<file path="src/rtl/srctl_pkg.sv">
`timescale 1ns / 1ps
// ----------------------------------------------------------------------------
// srctl_pkg
// Shared types and codes for the section relay controller.
// ----------------------------------------------------------------------------
package srctl_pkg;

  // default build sizes
  localparam int NUM_OUTPUTS_DEF  = 8;
  localparam int NUM_SECTIONS_DEF = 16;

  // pin map geometry
  localparam int MAP_PINS = 8;
  localparam int CODE_W   = 5;
  localparam int MAP_W    = MAP_PINS * CODE_W;

  // request kinds carried in tuser
  localparam logic ACT_COMMAND = 1'b0;
  localparam logic ACT_TICK    = 1'b1;

  // lift request codes
  localparam logic [7:0] REQ_LOWER = 8'd1;
  localparam logic [7:0] REQ_RAISE = 8'd2;

  // reported lift state
  localparam logic [1:0] LIFT_IDLE     = 2'd0;
  localparam logic [1:0] LIFT_LOWERING = 2'd1;
  localparam logic [1:0] LIFT_RAISING  = 2'd2;

  // reported mode
  localparam logic [1:0] MODE_AUTO   = 2'd1;
  localparam logic [1:0] MODE_MANUAL = 2'd2;

  // register indexes
  localparam logic [1:0] REG_RAISE_TIME  = 2'd0;
  localparam logic [1:0] REG_LOWER_TIME  = 2'd1;
  localparam logic [1:0] REG_ACTIVE_HIGH = 2'd2;
  localparam logic [1:0] REG_PIN_MAP     = 2'd3;

  // pin function codes
  localparam logic [4:0] FN_SEC_FIRST = 5'd1;
  localparam logic [4:0] FN_SEC_LAST  = 5'd16;
  localparam logic [4:0] FN_LOWER     = 5'd17;
  localparam logic [4:0] FN_RAISE     = 5'd18;
  localparam logic [4:0] FN_TRAM_R    = 5'd19;
  localparam logic [4:0] FN_TRAM_L    = 5'd20;

  // countdown width: 255 * 5 fits in 11 bits
  localparam int CNT_W = 11;

  // lift status handed from the countdown unit to the top
  typedef struct packed {
    logic raise_on;
    logic lower_on;
  } lift_status_t;

endpackage

</file>
<file path="src/rtl/srctl_lift.sv">
`timescale 1ns / 1ps
// ----------------------------------------------------------------------------
// srctl_lift
// One-shot raise and lower countdowns, advanced once per control tick.
// ----------------------------------------------------------------------------
module srctl_lift import srctl_pkg::*; (
  input  logic         clk,
  input  logic         rst_n,
  input  logic         tick_fire,
  input  logic [7:0]   lift_req,
  input  logic [7:0]   raise_time,
  input  logic [7:0]   lower_time,
  output lift_status_t status
);

  logic [CNT_W-1:0] raise_cnt_r, raise_cnt_nxt;
  logic [CNT_W-1:0] lower_cnt_r, lower_cnt_nxt;
  logic [1:0]       trig_r, trig_nxt;
  logic             req;
  logic [CNT_W-1:0] raise_x5, lower_x5;

  // pulse lengths in ticks
  assign raise_x5 = CNT_W'({raise_time, 2'b00}) + CNT_W'(raise_time);
  assign lower_x5 = CNT_W'({lower_time, 2'b00}) + CNT_W'(lower_time);

  // countdown step for one tick
  always_comb begin
    req           = (lift_req == REQ_LOWER) || (lift_req == REQ_RAISE);
    raise_cnt_nxt = raise_cnt_r;
    lower_cnt_nxt = lower_cnt_r;
    trig_nxt      = trig_r;
    if (req && (lift_req != {6'd0, trig_r})) begin
      trig_nxt = lift_req[1:0];
      if (lift_req == REQ_LOWER) begin
        raise_cnt_nxt = '0;
        lower_cnt_nxt = lower_x5;
      end else begin
        raise_cnt_nxt = raise_x5;
        lower_cnt_nxt = '0;
      end
    end
    if (raise_cnt_nxt != '0) begin
      raise_cnt_nxt = raise_cnt_nxt - CNT_W'(1);
      lower_cnt_nxt = '0;
    end
    if (lower_cnt_nxt != '0) begin
      lower_cnt_nxt = lower_cnt_nxt - CNT_W'(1);
    end
    if (!req) begin
      raise_cnt_nxt = '0;
      lower_cnt_nxt = '0;
      trig_nxt      = '0;
    end
  end

  // state after this tick, used for the result of the same tick
  assign status.raise_on = (raise_cnt_nxt != '0);
  assign status.lower_on = (lower_cnt_nxt != '0);

  // counters advance on ticks only
  always_ff @(posedge clk) begin
    if (!rst_n) begin
      raise_cnt_r <= '0;
      lower_cnt_r <= '0;
      trig_r      <= '0;
    end else if (tick_fire) begin
      raise_cnt_r <= raise_cnt_nxt;
      lower_cnt_r <= lower_cnt_nxt;
      trig_r      <= trig_nxt;
    end
  end

endmodule

</file>
<file path="src/rtl/srctl_pin_router.sv">
`timescale 1ns / 1ps
// ----------------------------------------------------------------------------
// srctl_pin_router
// Routes sections, lift and tram functions to the pins with relay polarity.
// ----------------------------------------------------------------------------
module srctl_pin_router import srctl_pkg::*; #(
  parameter int NUM_OUTPUTS = NUM_OUTPUTS_DEF
) (
  input  logic [MAP_W-1:0] pin_map,
  input  logic             active_high,
  input  logic [15:0]      sections,
  input  lift_status_t     lift,
  input  logic [1:0]       tram,
  output logic [7:0]       pin_levels
);

  localparam int PINS = (NUM_OUTPUTS < MAP_PINS) ? NUM_OUTPUTS : MAP_PINS;

  logic [CODE_W-1:0] code  [MAP_PINS];
  logic              active[MAP_PINS];

  // decode each pin's function independently
  always_comb begin
    for (int i = 0; i < MAP_PINS; i++) begin
      code[i] = pin_map[CODE_W*i +: CODE_W];
      case (code[i]) inside
        [FN_SEC_FIRST:FN_SEC_LAST]: active[i] = sections[4'(code[i] - 5'd1)];
        FN_LOWER:                   active[i] = lift.lower_on;
        FN_RAISE:                   active[i] = lift.raise_on;
        FN_TRAM_R:                  active[i] = tram[0];
        FN_TRAM_L:                  active[i] = tram[1];
        default:                    active[i] = 1'b0;
      endcase
      // unbuilt pins stay at zero
      if (i < PINS) begin
        pin_levels[i] = ~(active[i] ^ active_high);
      end else begin
        pin_levels[i] = 1'b0;
      end
    end
  end

endmodule

</file>
<file path="src/rtl/section_relay_controller.sv">
`timescale 1ns / 1ps
// Path: an accepted tick request goes from the input register to the result
// register; a command request gives no result.
// Throughput: one request per cycle, except that a tick waits while the result
// register is full and out_tready is low; the state update lies between the two registers.
// Reset: synchronous active-low rst_n clears the valid, state and configuration registers; auto mode set.
// ----------------------------------------------------------------------------
// section_relay_controller
// Section, lift and tram relay controller driven by commands and ticks.
// ----------------------------------------------------------------------------
module section_relay_controller import srctl_pkg::*; #(
  parameter int NUM_OUTPUTS  = NUM_OUTPUTS_DEF,
  parameter int NUM_SECTIONS = NUM_SECTIONS_DEF
) (
  input  logic             clk,
  input  logic             rst_n,
  // input stream
  input  logic             in_tvalid,
  output logic             in_tready,
  // tdata: lift_request[7:0], tram_bits[15:8], section_cmd_lo[23:16],
  //        section_cmd_hi[31:24], mode_switch[32], manual_switches[48:33]
  input  logic [55:0]      in_tdata,
  // tuser: action[0]
  input  logic             in_tuser,
  // result stream
  output logic             out_tvalid,
  input  logic             out_tready,
  // tdata: pin_levels[7:0], sections_lo[15:8], sections_hi[23:16],
  //        tram_state[31:24], lift_state[33:32], mode_code[35:34],
  //        manual_on_lo[43:36], manual_off_lo[51:44],
  //        manual_on_hi[59:52], manual_off_hi[67:60]
  output logic [71:0]      out_tdata,
  // configuration writes
  input  logic             cfg_valid,
  output logic             cfg_ready,
  input  logic [1:0]       cfg_index,
  input  logic [MAP_W-1:0] cfg_data
);

  localparam int          IN_USED_W = 49;
  localparam logic [15:0] SEC_MASK  = 16'((32'd1 << NUM_SECTIONS) - 32'd1);

  // configuration registers
  logic [7:0]       raise_time_r, lower_time_r;
  logic             active_high_r;
  logic [MAP_W-1:0] pin_map_r;

  // input register
  logic                 in_valid_r;
  logic [IN_USED_W-1:0] in_data_r;
  logic                 in_user_r;

  // block state
  logic        auto_r, auto_nxt;
  logic [15:0] sec_r, sec_nxt;
  logic [7:0]  tram_r, tram_nxt;
  logic [7:0]  lift_r, lift_nxt;

  // result register
  logic        out_valid_r, out_valid_nxt;
  logic [71:0] out_data_r, out_data_nxt;

  logic         proc_ok, tick_fire;
  logic [15:0]  on_bits, off_bits;
  logic [7:0]   pin_levels;
  lift_status_t lift_st;
  logic [1:0]   lift_code;

  // fields of the held request
  logic [7:0]  f_lift, f_tram, f_sec_lo, f_sec_hi;
  logic        f_mode;
  logic [15:0] f_switches;

  assign f_lift     = in_data_r[7:0];
  assign f_tram     = in_data_r[15:8];
  assign f_sec_lo   = in_data_r[23:16];
  assign f_sec_hi   = in_data_r[31:24];
  assign f_mode     = in_data_r[32];
  assign f_switches = in_data_r[48:33];

  // handshake: commands never wait, ticks wait for a free result slot
  assign proc_ok   = in_valid_r && ((in_user_r == ACT_COMMAND) || !out_valid_r || out_tready);
  assign tick_fire = proc_ok && (in_user_r == ACT_TICK);
  assign in_tready = !in_valid_r || proc_ok;
  assign cfg_ready = 1'b1;

  // input register
  always_ff @(posedge clk) begin
    if (!rst_n) begin
      in_valid_r <= 1'b0;
    end else if (in_tready) begin
      in_valid_r <= in_tvalid;
    end
  end

  always_ff @(posedge clk) begin
    if (in_tready && in_tvalid) begin
      in_data_r <= in_tdata[IN_USED_W-1:0];
      in_user_r <= in_tuser;
    end
  end

  // configuration register file
  always_ff @(posedge clk) begin
    if (!rst_n) begin
      raise_time_r  <= '0;
      lower_time_r  <= '0;
      active_high_r <= 1'b0;
      pin_map_r     <= '0;
    end else if (cfg_valid && cfg_ready) begin
      unique case (cfg_index)
        REG_RAISE_TIME:  raise_time_r  <= cfg_data[7:0];
        REG_LOWER_TIME:  lower_time_r  <= cfg_data[7:0];
        REG_ACTIVE_HIGH: active_high_r <= cfg_data[0];
        REG_PIN_MAP:     pin_map_r     <= cfg_data;
        default:         ;
      endcase
    end
  end

  // command and mode handling
  always_comb begin
    auto_nxt = auto_r;
    sec_nxt  = sec_r;
    tram_nxt = tram_r;
    lift_nxt = lift_r;
    on_bits  = '0;
    off_bits = '0;
    if (in_user_r == ACT_COMMAND) begin
      lift_nxt = f_lift;
      tram_nxt = f_tram;
      if (auto_r) begin
        sec_nxt = {f_sec_hi, f_sec_lo} & SEC_MASK;
      end
    end else begin
      auto_nxt = f_mode;
      // manual mode rebuilds sections from the switches
      if (!f_mode) begin
        on_bits  = f_switches & SEC_MASK;
        off_bits = ~on_bits & SEC_MASK;
        sec_nxt  = on_bits;
      end
    end
  end

  always_ff @(posedge clk) begin
    if (!rst_n) begin
      auto_r <= 1'b1;
      sec_r  <= '0;
      tram_r <= '0;
      lift_r <= '0;
    end else if (proc_ok) begin
      auto_r <= auto_nxt;
      sec_r  <= sec_nxt;
      tram_r <= tram_nxt;
      lift_r <= lift_nxt;
    end
  end

  // lift countdowns
  srctl_lift u_lift (
    .clk        (clk),
    .rst_n      (rst_n),
    .tick_fire  (tick_fire),
    .lift_req   (lift_r),
    .raise_time (raise_time_r),
    .lower_time (lower_time_r),
    .status     (lift_st)
  );

  // pin routing
  srctl_pin_router #(
    .NUM_OUTPUTS (NUM_OUTPUTS)
  ) u_router (
    .pin_map     (pin_map_r),
    .active_high (active_high_r),
    .sections    (sec_nxt),
    .lift        (lift_st),
    .tram        (tram_r[1:0]),
    .pin_levels  (pin_levels)
  );

  // status word
  always_comb begin
    if (lift_st.raise_on) begin
      lift_code = LIFT_RAISING;
    end else if (lift_st.lower_on) begin
      lift_code = LIFT_LOWERING;
    end else begin
      lift_code = LIFT_IDLE;
    end
    out_data_nxt = {4'd0, off_bits[15:8], on_bits[15:8], off_bits[7:0], on_bits[7:0],
                    (auto_nxt ? MODE_AUTO : MODE_MANUAL), lift_code, tram_r,
                    sec_nxt[15:8], sec_nxt[7:0], pin_levels};
  end

  // result register
  always_comb begin
    if (tick_fire) begin
      out_valid_nxt = 1'b1;
    end else if (out_tready) begin
      out_valid_nxt = 1'b0;
    end else begin
      out_valid_nxt = out_valid_r;
    end
  end

  always_ff @(posedge clk) begin
    if (!rst_n) begin
      out_valid_r <= 1'b0;
    end else begin
      out_valid_r <= out_valid_nxt;
    end
  end

  always_ff @(posedge clk) begin
    if (tick_fire) begin
      out_data_r <= out_data_nxt;
    end
  end

  assign out_tvalid = out_valid_r;
  assign out_tdata  = out_data_r;

  // lift state never reports raising and lowering together
  a_lift_code: assert property (@(posedge clk) disable iff (!rst_n)
    out_tvalid |-> (out_tdata[33:32] != 2'd3))
    else $error("lift state code out of range");

  // manual report: on and off sets are disjoint
  a_manual_disjoint: assert property (@(posedge clk) disable iff (!rst_n)
    (out_tvalid && (out_tdata[35:34] == MODE_MANUAL)) |->
      (((out_tdata[43:36] & out_tdata[51:44]) == 8'd0) &&
       ((out_tdata[59:52] & out_tdata[67:60]) == 8'd0)))
    else $error("manual on and off overlap");

  // auto report carries no manual bytes
  a_auto_quiet: assert property (@(posedge clk) disable iff (!rst_n)
    (out_tvalid && (out_tdata[35:34] == MODE_AUTO)) |-> (out_tdata[67:36] == 32'd0))
    else $error("manual bytes set in auto mode");

  // a held request is kept until it is processed
  a_hold: assert property (@(posedge clk) disable iff (!rst_n)
    (in_valid_r && !proc_ok) |=> (in_valid_r && $stable(in_data_r) && $stable(in_user_r)))
    else $error("held request lost");

endmodule
</file>
<file path="config.mk">
export PLATFORM = sky130hd
export DESIGN_NAME = section_relay_controller
export DESIGN_NICKNAME = d
export VERILOG_FILES = /design/src/rtl/srctl_pkg.sv /design/src/rtl/srctl_lift.sv /design/src/rtl/srctl_pin_router.sv /design/src/rtl/section_relay_controller.sv
export SDC_FILE = /design/constraint.sdc
export NUM_CORES = 1
export LEC_CHECK = 0
export ABC_AREA = 0
export BUFFER_PORTS_ARGS = -buffer_cell sky130_fd_sc_hd__buf_2
export CORE_AREA = 2 2 173 175
export DETAILED_ROUTE_END_ITERATION = 6
export DIE_AREA = 0 0 175 177
export MAX_ROUTING_LAYER = met4
export PLACE_DENSITY_LB_ADDON = 0.1
export SKIP_CTS_REPAIR_TIMING = 1
export SLEW_MARGIN = 20
export SYNTH_ARGS = -nofsm -noshare
export SYNTH_HDL_FRONTEND = slang
export SYNTH_HIERARCHICAL = 1
export SYNTH_SLANG_ARGS = --single-unit
</file>
<file path="constraint.sdc">
create_clock -name clk -period 7.91 [get_ports clk]
set_input_delay 0 -clock clk [delete_from_list [all_inputs] [get_ports clk]]
set_output_delay 0 -clock clk [all_outputs]
set_load 0.03 [all_outputs]
</file>
## After elaboration in Yosys (flattened, before gate mapping)

Cells that the tools add are included.

| word-level totals | value |
|---|---|
| register bits after elaboration | 234 |
| logic and storage cells | 217 |

| cells by class | value |
|---|---|
| add/subtract/negate cells | 12 |
| $lt $le $gt $ge | 24 |
| eq/ne operators | 39 |
| multiplexer cells | 75 |
| bitwise operators | 18 |
| reduce and logical (&&, ||, !) cells | 31 |

Operators by type and width:

| kind | number |
|---|---|
| equality test 5 bit, second input constant | 32 |
| 2-to-1 mux 11 bit | 9 |
| 2-to-1 mux 1 bit | 52 |
| 2-to-1 mux 16 bit | 3 |
| nonzero test 11 bit | 4 |
| >= comparator 5 x 1 -> 1 bit, second input constant | 8 |
| <= comparator 5 bit, second input constant | 8 |
| less-than comparator 4 x 5 -> 1 bit, second input constant | 8 |
| binary-select mux 1 bit (select 4 bit) | 8 |
| subtractor 4 x 1 -> 4 bit, second input constant | 8 |
| adder 10 x 8 -> 11 bit | 2 |
| subtractor 11 x 1 -> 11 bit, second input constant | 2 |
| inverter 16 bit | 1 |
| logical AND 1 bit | 12 |
| AND reduction 2 bit | 6 |
| inverter 1 bit | 9 |
| equality test 8 x 1 -> 1 bit, second input constant | 1 |
| equality test 8 x 2 -> 1 bit, second input constant | 1 |
| inequality test 8 x 2 -> 1 bit | 1 |
| XOR 1 bit | 8 |
| 2-to-1 mux 2 bit | 3 |
| equality test 2 bit, second input constant | 2 |
| logical OR 1 bit | 4 |
| equality test 2 x 1 -> 1 bit, second input constant | 1 |
| 5 further kinds | 6 |

## Depth between registers and ports, before layout

Gate-level depths: netlist (run 1).

| logic depth | value |
|---|---|
| depth after elaboration | 14 |
| gate-level depth with buffers | 28 |

## Cells and area by module

The synthesis (run 1) kept the hierarchy.

Modules (own cells, without submodules):

| module | times used | cells each | area each (um2) | seq. area each (um2) |
|---|---|---|---|---|
| section_relay_controller | 1 | 598 | 7,678.6 | 5,385.2 |
| srctl_lift | 1 | 363 | 2,841.5 | 480.5 |
| srctl_pin_router | 1 | 259 | 2,403.6 | 0.0 |

## Worst setup path before layout (run 1)

OpenSTA, ideal clock, no wires.

| path | value |
|---|---|
| kind | register to register |
| from | register lift_r[3] |
| to | register out_data_r[3], in the netlist out_tdata[3], data pin |
| library setup time | 0.274 ns |
| arrival | 5.457 ns |
| data required time | 7.636 ns |
| path slack | 2.179 ns |
| cell stages (with the launch flop) | 28 |
| path buffers | 3 |
| period minus slack after synthesis | 5.731 ns |
| cells stage by stage | dfxtp_1 or4_4 buf_6 a2111oi_2 a22oi_1 ha_1 o21ai_0 a211o_1 or3b_1 buf_2 nor2_8 buf_6 nand2_2 ha_1 inv_1 a221oi_1 nand4_1 a311oi_4 nand2_2 xor2_1 a21oi_1 o211a_1 nand4_1 nor2b_1 or4_1 o221ai_1 o41ai_1 xor2_1 |

RTL lines:

| element | line | RTL |
|---|---|---|
| from (decl) | section_relay_controller.sv:57 | `logic [7:0] lift_r, lift_nxt;` |
| from (signal assigned) | section_relay_controller.sv:156 | `lift_r <= lift_nxt;` |
| to (signal assigned) | section_relay_controller.sv:218 | `out_data_r <= out_data_nxt;` |
| to (decl) | section_relay_controller.sv:61 | `logic [71:0] out_data_r, out_data_nxt;` |

==> flow_summary.json, run 1 <==
{
  "status": "complete, no violations",
  "io_buffers": 166,
  "max_stage_delay_ps": 940,
  "ant_nets": 0,
  "syn_area_sq_um": 12900,
  "worstMarginPinSlew_ps": 973,
  "critPathLaunchType": "register",
  "worstSetupPathType": "register to register",
  "synth_warnings": 6,
  "via_count": 10100,
  "fin_tns_setup_ps": 0,
  "r2r-start": "lift_r[0]",
  "peakVddDrop_mv": 0.127,
  "yosys.cell_types.count": 95,
  "place_ws_ps": 857,
  "max_cap_violations": 0,
  "syn_inst": 1220,
  "rsz0062_at_grt": "false",
  "postLayoutCoreUtil_pct": 54.3,
  "holdCritStartpoint": "rst_n",
  "grt_util_all_layers_pct": 21.5,
  "ys_ff_latch": 234,
  "synthArstFlopShare_pct": 0,
  "core_sq_um": 29200,
  "clk_path_buf_depth": 3,
  "htree_num_levels": 1,
  "mostFrequentLayoutCells": "buf_2, nand2_1, edfxtp_1",
  "seq_area_frac_synth_pct": 45.4,
  "setup_violations": 0,
  "fp.dieH_microns": 177,
  "via_per_inst": 5.43,
  "startpoint": "lift_r[0]",
  "gp_congestion": 0.891,
  "rows": 63,
  "dieArea_sq_um": 31000,
  "end_kind": "register",
  "ys.flop_type": "edfxtp_1",
  "p_leak_nw": 6.00,
  "syn_area_per_cell_sq_um": 10.6,
  "period_needed_ps": 7120,
  "finalCritPeriodShare_pct": 90.1,
  "drtIter0Drc": 568,
  "antenna_found_initial": 0,
  "cts_tree": "yes",
  "cts.sinks": 234,
  "cts_root_buf": "clkbuf_16",
  "die_x_microns": 175,
  "final_nets": 1604,
  "setup_slack_ps": 786,
  "clk_latency_ps": 560,
  "boundaryPins": 179,
  "cp_cell_sequence": "xnor2_1, a2111oi_0, a32oi_1, nand4_1, or3b_1, nor2_8, nand2_2, ha_1, inv_1, a221oi_1, nand4_1, a311oi_4, a21oi_1, xnor2_1, a21oi_1, o211a_1, nand4_1, nor2b_1, nor4b_1, a221oi_1, a41oi_1, xnor2_1",
  "holdCritPathClass": "input port to register",
  "total_power_w": 0.00312,
  "final_layout_size_suffix_gt1_share_pct": 20.6,
  "grt_pass1_wl_microns": 51600,
  "final_common_cell": "buf_2",
  "synth_edf_count": 118,
  "drc_errors": 0,
  "whs_ps": 139,
  "synthTopCellsByArea": "edfxtp_1, dfxtp_1, mux4_2",
  "crit_required_ps": 8190,
  "fmax_ghz": 0.140,
  "grt_max_degree": 103,
  "slew_headroom_pct": 33.5,
  "synth_top_area_cell": "edfxtp_1",
  "initial_core_util_pct": 44.2,
  "firstDrtPassIters": 5,
  "fin_skew_ps": 17.3,
  "crit_path_top_delay_cell": "a2111oi_0",
  "path_max_fanout": 18,
  "totalWireLength_microns": 33200,
  "synth_top_area_share_pct": 27.4,
  "drv_slew": 0,
  "n_antenna_cell": 0,
  "p_per_area_nw_per_um2": 196,
  "clk_pin_slew_worst_paths_ps": 60,
  "grt_overflow": 0,
  "detail_route.wl_per_cell_microns": 17.8,
  "place_hpwl_microns": 22500,
  "grt_pass1_vias": 9532,
  "hold_viol": 0,
  "syn2layout_area_growth_pct": 23.0,
  "cp.arrival_ps": 7400,
  "cts_buffers": 28
}
final timing paths:
path,endpoint,slack [ps],depth (start not counted)
max,out_tdata[1],790,22
max reg2reg,out_tdata[1],790,22
min,auto_r,140,3
min reg2reg,out_tdata[29],430,0
final cells by class:
type / count / area [sq um]
clock buffers: 39 / 802
clock inverters: 13 / 170
fillers: 2663 / 13400
inverters: 44 / 165
multi-input cells: 871 / 6530
flip-flops and latches: 234 / 5870
well taps: 390 / 488
repair buffers: 273 / 1870
worst max-delay path: cells and delay by family, from the launching register on:
family | cells | cell delay, ps
compound gates | 9 | 3210
simple gates | 8 | 1890
flops | 1 | 740
xor+xnor | 3 | 640
fa+ha+maj | 1 | 250
buf+inv | 1 | 100
report_power, final:
part | internal [W] | switching, W | leakage [nW]
Combinational | 0.000195 | 0.000233 | 3.44
Sequential | 0.00133 | 0.0000379 | 2.08
Clock | 0.000808 | 0.000520 | 0.478
Total | 0.00233 | 0.000791 | 6.00
sequential cells by signal, indices dropped and copies added, names as in the netlist:
name / count
in_data_r: 49
active_high_r: 1
tram_r: 8
in_valid_r: 1
u_lift/lower_cnt_r: 11
in_user_r: 1
pin_map_r: 40
u_lift/raise_cnt_r: 11
out_tdata: 68
out_tvalid: 1
raise_time_r: 8
lift_r: 8
auto_r: 1
lower_time_r: 8
u_lift/trig_r: 2
sec_r: 16
layer usage:
layer	vias up	GRT usage [%]	share of wire [%]	wire length [microns]
met5	-	-	0	0
met4	0	5.94	2.4	793
met3	51	2.45	4.1	1360
met2	228	37.0	50	16500
met1	4890	26.9	44	14500
li1	4948	-	-	-
metrics by stage:
| stage | cell area [sq um] | std cells |
|---|---|---|
| global placement | 14000 | 1716 |
| finish | 15900 | 1864 |
| detailed placement | 14000 | 1716 |
| floorplan | 12900 | 1223 |
| CTS | 14900 | 1768 |
| global route | 15900 | 1864 |
cells in the mapped netlist, types with 11 or more instances:
cell / instances
dfxtp_1: 116
o21ai_0: 30
mux2i_1: 36
a211oi_1: 15
a21oi_1: 40
nand3_1: 18
xnor2_1: 16
a21boi_0: 68
edfxtp_1: 118
clkbuf_1: 30
and2_1: 21
buf_2: 27
ha_1: 46
nor3_1: 20
xor2_1: 26
mux4_2: 34
nor2b_1: 45
nor2_1: 64
inv_1: 44
nand2_1: 147
nand2b_1: 24
o22ai_1: 11
cells by family (layout without fill, tap and decap cells):
group | Yosys count | count (layout) | share of synthesized area [%]
adder cells (fa/ha/maj) | 48 | 48 | 4.76
multiplexers | 72 | 72 | 8.89
AND/OR/NAND/NOR | 416 | 416 | 16.7
other | 2 | 5 | 0.0581
AO/OA/AOI/OAI | 288 | 288 | 17.0
XOR/XNOR | 42 | 42 | 2.85
buffers and inverters | 118 | 369 | 4.36
flip-flops | 234 | 234 | 45.4
Note: power is estimated with default switching activity, not from simulation.
==> run 2, diff against run 1 <==
CORE_AREA = 2 2 172 174   (was 2 2 173 175)
DIE_AREA = 0 0 174 176   (was 0 0 175 177)
SYNTH_HIERARCHICAL = unset   (was 1)
==> run 2 against run 1 <==
Critical endpoint unchanged. First-iteration DRC count rose by 41%. Combinational power decreased by 5.1%. Total power decreased by 1.7%.
==> flow_summary.json, run 2 <==
{
  "synth_compound_area_share_pct": 15.0,
  "drv_slew": 0,
  "yosys-top-cells-count": "nand2_1, edfxtp_1, dfxtp_1, nor2_1, clkbuf_1",
  "boundaryPins": 179,
  "yosys.cell_types.count": 77,
  "core_sq_um": 28500,
  "cts.sinks": 234,
  "cp_cell_sequence": "xor2_1, nor2_1, nor2_1, nand3_1, a21boi_0, ha_1, nand4_1, a211oi_1, and3_1, nand2_1, ha_1, inv_1, nor2_1, o2111ai_1, or4b_2, a32oi_1, a31oi_1, nor3_4, o221ai_1, xnor2_1",
  "initial_core_util_pct": 44.6,
  "grt_overflow": 0,
  "die_x_microns": 174,
  "yosysMostFrequentCell": "nand2_1",
  "grt_max_degree": 117,
  "synth_top_family_by_area": "simple AND/OR/NAND/NOR gates",
  "grt_util_all_layers_pct": 23.1,
  "status": "complete, no violations",
  "sw_frac_of_total_pct": 25.7,
  "period_needed_ps": 6370,
  "end_kind": "register",
  "synth_edf_count": 118,
  "dieArea_sq_um": 30600,
  "firstDrtPassIters": 5,
  "syn2layout_area_growth_pct": 23.8,
  "cts_root_buf": "clkbuf_16",
  "ys.flop_type": "edfxtp_1",
  "grt_pass1_vias": 9830,
  "antenna_found_initial": 0,
  "gp_congestion": 0.919,
  "max_stage_delay_ps": 840,
  "synthTopCellsByArea": "edfxtp_1, dfxtp_1, mux4_2",
  "syn_area_per_cell_sq_um": 10.2,
  "clk_pin_slew_worst_paths_ps": 70,
  "final_layout_size_suffix_gt1_share_pct": 19.6,
  "critPathLaunchType": "register",
  "total_power_w": 0.00307,
  "cts_buffers": 28,
  "p_leak_nw": 5.95,
  "critPathTopFamily": "simple AND/OR/NAND/NOR gates",
  "synth_simple_gate_area_share_pct": 18.5,
  "cts_tree": "yes",
  "p_sw_w": 0.000789,
  "fmax_ghz": 0.157,
  "cp.buffers_inverters": 1,
  "crit_required_ps": 8190,
  "ys_ff_latch": 234,
  "worstSetupPathType": "register to register",
  "fin_skew_ps": 9.10,
  "peakVddDrop_mv": 0.159,
  "final_common_cell": "nand2_1",
  "via_per_inst": 5.52,
  "n_antenna_cell": 0,
  "finalCritPeriodShare_pct": 80.6,
  "seq_area_frac_synth_pct": 46.0,
  "fp.dieH_microns": 176,
  "fillers": 2592,
  "hold_viol": 0,
  "pwr-share-comb_pct": 13.2,
  "crit_path_frequent_cell": "nor2_1",
  "synth_top_area_share_pct": 27.8,
  "syn_area_sq_um": 12700,
  "pwr-share-seq_pct": 44.3,
  "rsz0062_at_grt": "false",
  "clk_latency_ps": 550,
  "yosys-mux-area-fraction_pct": 8.93,
  "place_hpwl_microns": 23600,
  "clk_path_buf_depth": 3,
  "path_max_fanout": 24,
  "via_count": 10400,
  "ant_nets": 0,
  "htree_num_levels": 1,
  "largest_reg_flops": 68,
  "crit_path_top_delay_cell": "dfxtp_1",
  "syn_inst": 1246,
  "slew_headroom_pct": 31.3,
  "rows": 62,
  "max_cap_violations": 0,
  "setup_violations": 0,
  "synth_top_area_cell": "edfxtp_1",
  "mostFrequentLayoutCells": "nand2_1, buf_2, edfxtp_1",
  "drtIter0Drc": 802,
  "internal_power_w": 0.00228,
  "final_nets": 1632,
  "holdCritPathClass": "input port to register",
  "fin_tns_setup_ps": 0,
  "totalWireLength_microns": 35800,
  "detail_route.wl_per_cell_microns": 19.0,
  "worstMarginPinSlew_ps": 1030,
  "synthAdderAreaFrac_pct": 5.03,
  "synthXorXnorAreaFrac_pct": 2.95,
  "drc_errors": 0,
  "io_buffers": 166,
  "synthArstFlopShare_pct": 0,
  "p_clk_share_pct": 42.4,
  "synth_warnings": 0,
  "p_per_area_nw_per_um2": 194,
  "cp.arrival_ps": 6660,
  "grt_pass1_wl_microns": 54600
}
-- run 2: kinds of logic (layout without fill, tap and decap cells) --
family	count (synthesis)	in the layout
AO/OA/AOI/OAI	260	260
buffers and inverters	110	361
flip-flops	234	234
other	2	5
adder cells (fa/ha/maj)	50	50
multiplexers	69	69
AND/OR/NAND/NOR	479	479
XOR/XNOR	42	42
-- run 2: power groups by stage --
stage | sequential, W | clock (W) | combinational, W
2_1_floorplan | 0.00139 | 0 | 0.000247
3_3_place_gp | 0.00138 | 0 | 0.000362
3_5_place_dp | 0.00138 | 0 | 0.000365
4_1_cts | 0.00136 | 0.00133 | 0.000367
5_1_grt | 0.00136 | 0.00138 | 0.000441
6_report | 0.00136 | 0.00130 | 0.000406
-- run 2: layout make-up --
type                            instances  area (sq um)  area share [%]
Timing Repair Buffer                  277          1900            12.1
Inverter                               32           121           0.769
Tap cell                              384           480            3.05
Clock buffer                           34           743            4.71
Clock inverter                         18           191            1.21
Sequential cell                       234          5870            37.2
Multi-Input combinational cell        905          6470            41.0
-- run 2: metrics by stage --
stage                     setup slack, ps  utilization, %  cell area (sq um)  std cells  hold slack [ps]
after floorplan                      2470               -              12700       1249             98.9
after global placement               1670            48.6              13900       1736              178
after detailed placement             1570            48.6              13900       1736              178
after CTS                            1540            51.9              14800       1788             -398
after global routing                  960            55.3              15800       1884              151
final                                1540            55.3              15800       1884              156
-- run 2: worst paths after layout --
check,startpoint,end,slack (ps),depth (start not counted)
worst max-delay path,lift_r[0],out_tdata[1],1540,20
worst min-delay path,in_tdata[29],in_data_r[29],160,2
worst max register to register,lift_r[0],out_tdata[1],1540,20
worst min register to register,tram_r[2],out_tdata[26],430,0
-- run 2: metal layers --
metal	vias up	part of all wire (%)	GRT usage [%]
met2	270	49	38.7
met1	5054	43	29.4
met5	-	0	-
met4	0	2.9	7.28
met3	63	4.5	2.89
li1	5007	-	-
==> run 3, diff against run 2 <==
ABC_AREA = 1   (was 0)
CORE_AREA = 2 2 170 172   (was 2 2 172 174)
DIE_AREA = 0 0 172 174   (was 0 0 174 176)
clock period = 5.6 ns   (was 7.91 ns; I/O delays follow)
==> run 3 against run 2 <==
Clock power up 32%. Combinational power is 110% higher. Fmax is 41% higher. Via count increased by 9.0%. Register-to-register slack got worse by 450 ps. Design area is 1.5% lower. Total power grew 48%. First-iteration DRC count shrank 3.2%. Wire length is 0.54% lower. Global-route usage increased by 0.68 points. Sequential power up 43%. Synthesized cell count is 24% higher.
==> flow_summary.json, run 3 <==
{
  "rrSetupSlack_ps": 1080,
  "syn_area_per_cell_sq_um": 8.15,
  "yosys-top-cells-count": "nand2_1, inv_1, o21ai_0, a21oi_1, nor2_1",
  "p_per_area_nw_per_um2": 291,
  "via_count": 11300,
  "seq_area_frac_synth_pct": 46.8,
  "p_sw_w": 0.00132,
  "final_nets": 1939,
  "max_cap_violations": 0,
  "final_layout_size_suffix_gt1_share_pct": 14.8,
  "drv_slew": 0,
  "peakVddDrop_mv": 0.219,
  "grt_util_all_layers_pct": 23.8,
  "cts_root_buf": "clkbuf_16",
  "clk_latency_ps": 530,
  "p_leak_nw": 6.92,
  "grt_pass1_wl_microns": 54900,
  "via_per_inst": 5.18,
  "yosysMostFrequentCell": "nand2_1",
  "layout.cells.non_filler": 2189,
  "postLayoutCoreUtil_pct": 55.0,
  "syn2layout_area_growth_pct": 23.8,
  "boundaryPins": 179,
  "antenna_found_initial": 0,
  "drtIter0Drc": 776,
  "cts_tree": "yes",
  "crit_required_ps": 5870,
  "cts_buffers": 26,
  "p_clk_share_pct": 37.8,
  "status": "complete, no violations",
  "final_common_cell": "nand2_1",
  "rsz0062_at_grt": "false",
  "n_antenna_cell": 0,
  "firstDrtPassIters": 5,
  "synthArstFlopShare_pct": 0,
  "yosys.cell_types.count": 55,
  "hold-path-cell-count": 4,
  "synth_top_area_cell": "edfxtp_1",
  "holdCritStartpoint": "rst_n",
  "synth_edf_count": 118,
  "grt_max_degree": 81,
  "fp.dieH_microns": 174,
  "ant_nets": 0,
  "fillers": 2669,
  "crit_path_top_delay_cell": "dfxtp_1",
  "ys_ff_latch": 234,
  "io_buffers": 166,
  "holdCritPathClass": "input port to register",
  "r2r_cells": 28,
  "fin_tns_setup_ps": 0,
  "rows": 62,
  "synth_warnings": 0,
  "end_kind": "register",
  "die_x_microns": 172,
  "gp_congestion": 0.932,
  "drc_errors": 0,
  "mostFrequentLayoutCells": "nand2_1, inv_1, o21ai_0",
  "period_needed_ps": 4520,
  "detail_route.wl_per_cell_microns": 16.3,
  "hold_viol": 0,
  "pwr-share-comb_pct": 19.3,
  "dp_cells": 2042,
  "clk_pin_slew_worst_paths_ps": 60,
  "clk_path_buf_depth": 3,
  "reg2reg_to": "out_tdata[1]",
  "crit_path_frequent_cell": "nand2_1",
  "syn_area_sq_um": 12500,
  "largest_reg_flops": 68,
  "synthTopCellsByArea": "edfxtp_1, dfxtp_1, nand2_1",
  "sw_frac_of_total_pct": 29.1,
  "worstSetupPathType": "register to register",
  "syn_inst": 1539,
  "min_to": "lower_time_r[0]",
  "worstMarginPinSlew_ps": 1110,
  "ys.flop_type": "edfxtp_1",
  "slew_headroom_pct": 26.1,
  "synth_top_area_share_pct": 28.2,
  "pwr-share-seq_pct": 43.0,
  "dieArea_sq_um": 29900,
  "max_stage_delay_ps": 310,
  "htree_num_levels": 1,
  "setup_violations": 0,
  "totalWireLength_microns": 35600,
  "internal_power_w": 0.00321,
  "fin_skew_ps": 7.99,
  "grt_pass1_vias": 10400,
  "critPathLaunchType": "register",
  "finalCritPeriodShare_pct": 80.7,
  "place_hpwl_microns": 24800,
  "r2r-start": "lift_r[7]",
  "fmax_ghz": 0.221,
  "cp.arrival_ps": 4790,
  "grt_overflow": 0,
  "initial_core_util_pct": 44.4,
  "path_max_fanout": 22,
  "cts.sinks": 234,
  "core_sq_um": 28200
}
[run 3: changes by cell type after synthesis, sizes merged, moves of 27 or more]
cell    change
nor3b      -30
mux2i      -27
a21oi     +127
o21ai     +140
nor2       +55
inv       +167
mux4       -35
nor2b      -41
nand3      +69
nand2      +88
a21boi     -62
[run 3: worst max-delay path by stage]
| stage | start | to | slack [ps] | cells past startpoint |
|---|---|---|---|---|
| CTS | lift_r[7] | out_tdata[1] | 1110 | 28 |
| global route | lift_r[0] | out_tdata[1] | 650 | 27 |
| finish | lift_r[7] | out_tdata[1] | 1080 | 28 |
| detailed placement | lift_r[7] | out_tdata[1] | 1130 | 28 |
| floorplan | out_tvalid | out_tdata[0] | 1790 | 9 |
| global placement | lift_r[7] | out_tdata[1] | 1150 | 27 |
[run 3: power by group through the flow]
stage                     Combinational [W]  Sequential (W)  Clock, W
after floorplan                    0.000560         0.00200         0
after global placement             0.000798         0.00198         0
after detailed placement           0.000809         0.00198         0
after CTS                          0.000813         0.00195   0.00175
after global routing               0.000972         0.00196   0.00182
final                              0.000872         0.00195   0.00171
[run 3: cell families after synthesis]
family | count (synthesis) | synth area share [%]
adders and majority gates | 50 | 5.11
xor gates and xnor gates | 18 | 1.26
and+or+nand+nor | 555 | 19.9
DFF | 234 | 46.8
buffers and inverters | 265 | 8.39
other | 2 | 0.0599
AOI/OAI and AO/OA | 415 | 18.5
[run 3: area by class of cell]
cell class,instances,area (sq um),share of cell area [%]
multi-input combinational,1043,5650,36.4
timing repair buffer,274,1900,12.2
sequential,234,5870,37.8
inverter,206,778,5.01
tap,384,480,3.09
clock inverter,13,116,0.749
clock buffer,35,746,4.80
[run 3: metrics by stage]
step / cell area [sq um] / setup slack, ps / hold WS [ps] / total power (W)
after floorplan: 12600 / 1790 / 98.9 / 0.00256
after global placement: 13700 / 1150 / 176 / 0.00278
after detailed placement: 13700 / 1130 / 178 / 0.00279
after CTS: 14500 / 1110 / -378 / 0.00451
after global routing: 15500 / 650 / 68.9 / 0.00475
final: 15500 / 1080 / 31.4 / 0.00453
[run 3: layer usage]
layer	track usage, %	wire length (microns)
met3	2.98	1740
met2	38.9	17200
met1	31.0	15700
met4	7.07	998
met5	-	0
[run 3: critical path, delay by kind of cell (launching register included)]
kind	cells	cell delay [ps]
AO/OA/AOI/OAI	1	100
adder cells (fa/ha/maj)	2	460
buffers and inverters	4	540
AND/OR/NAND/NOR	21	2800
flip-flops	1	310
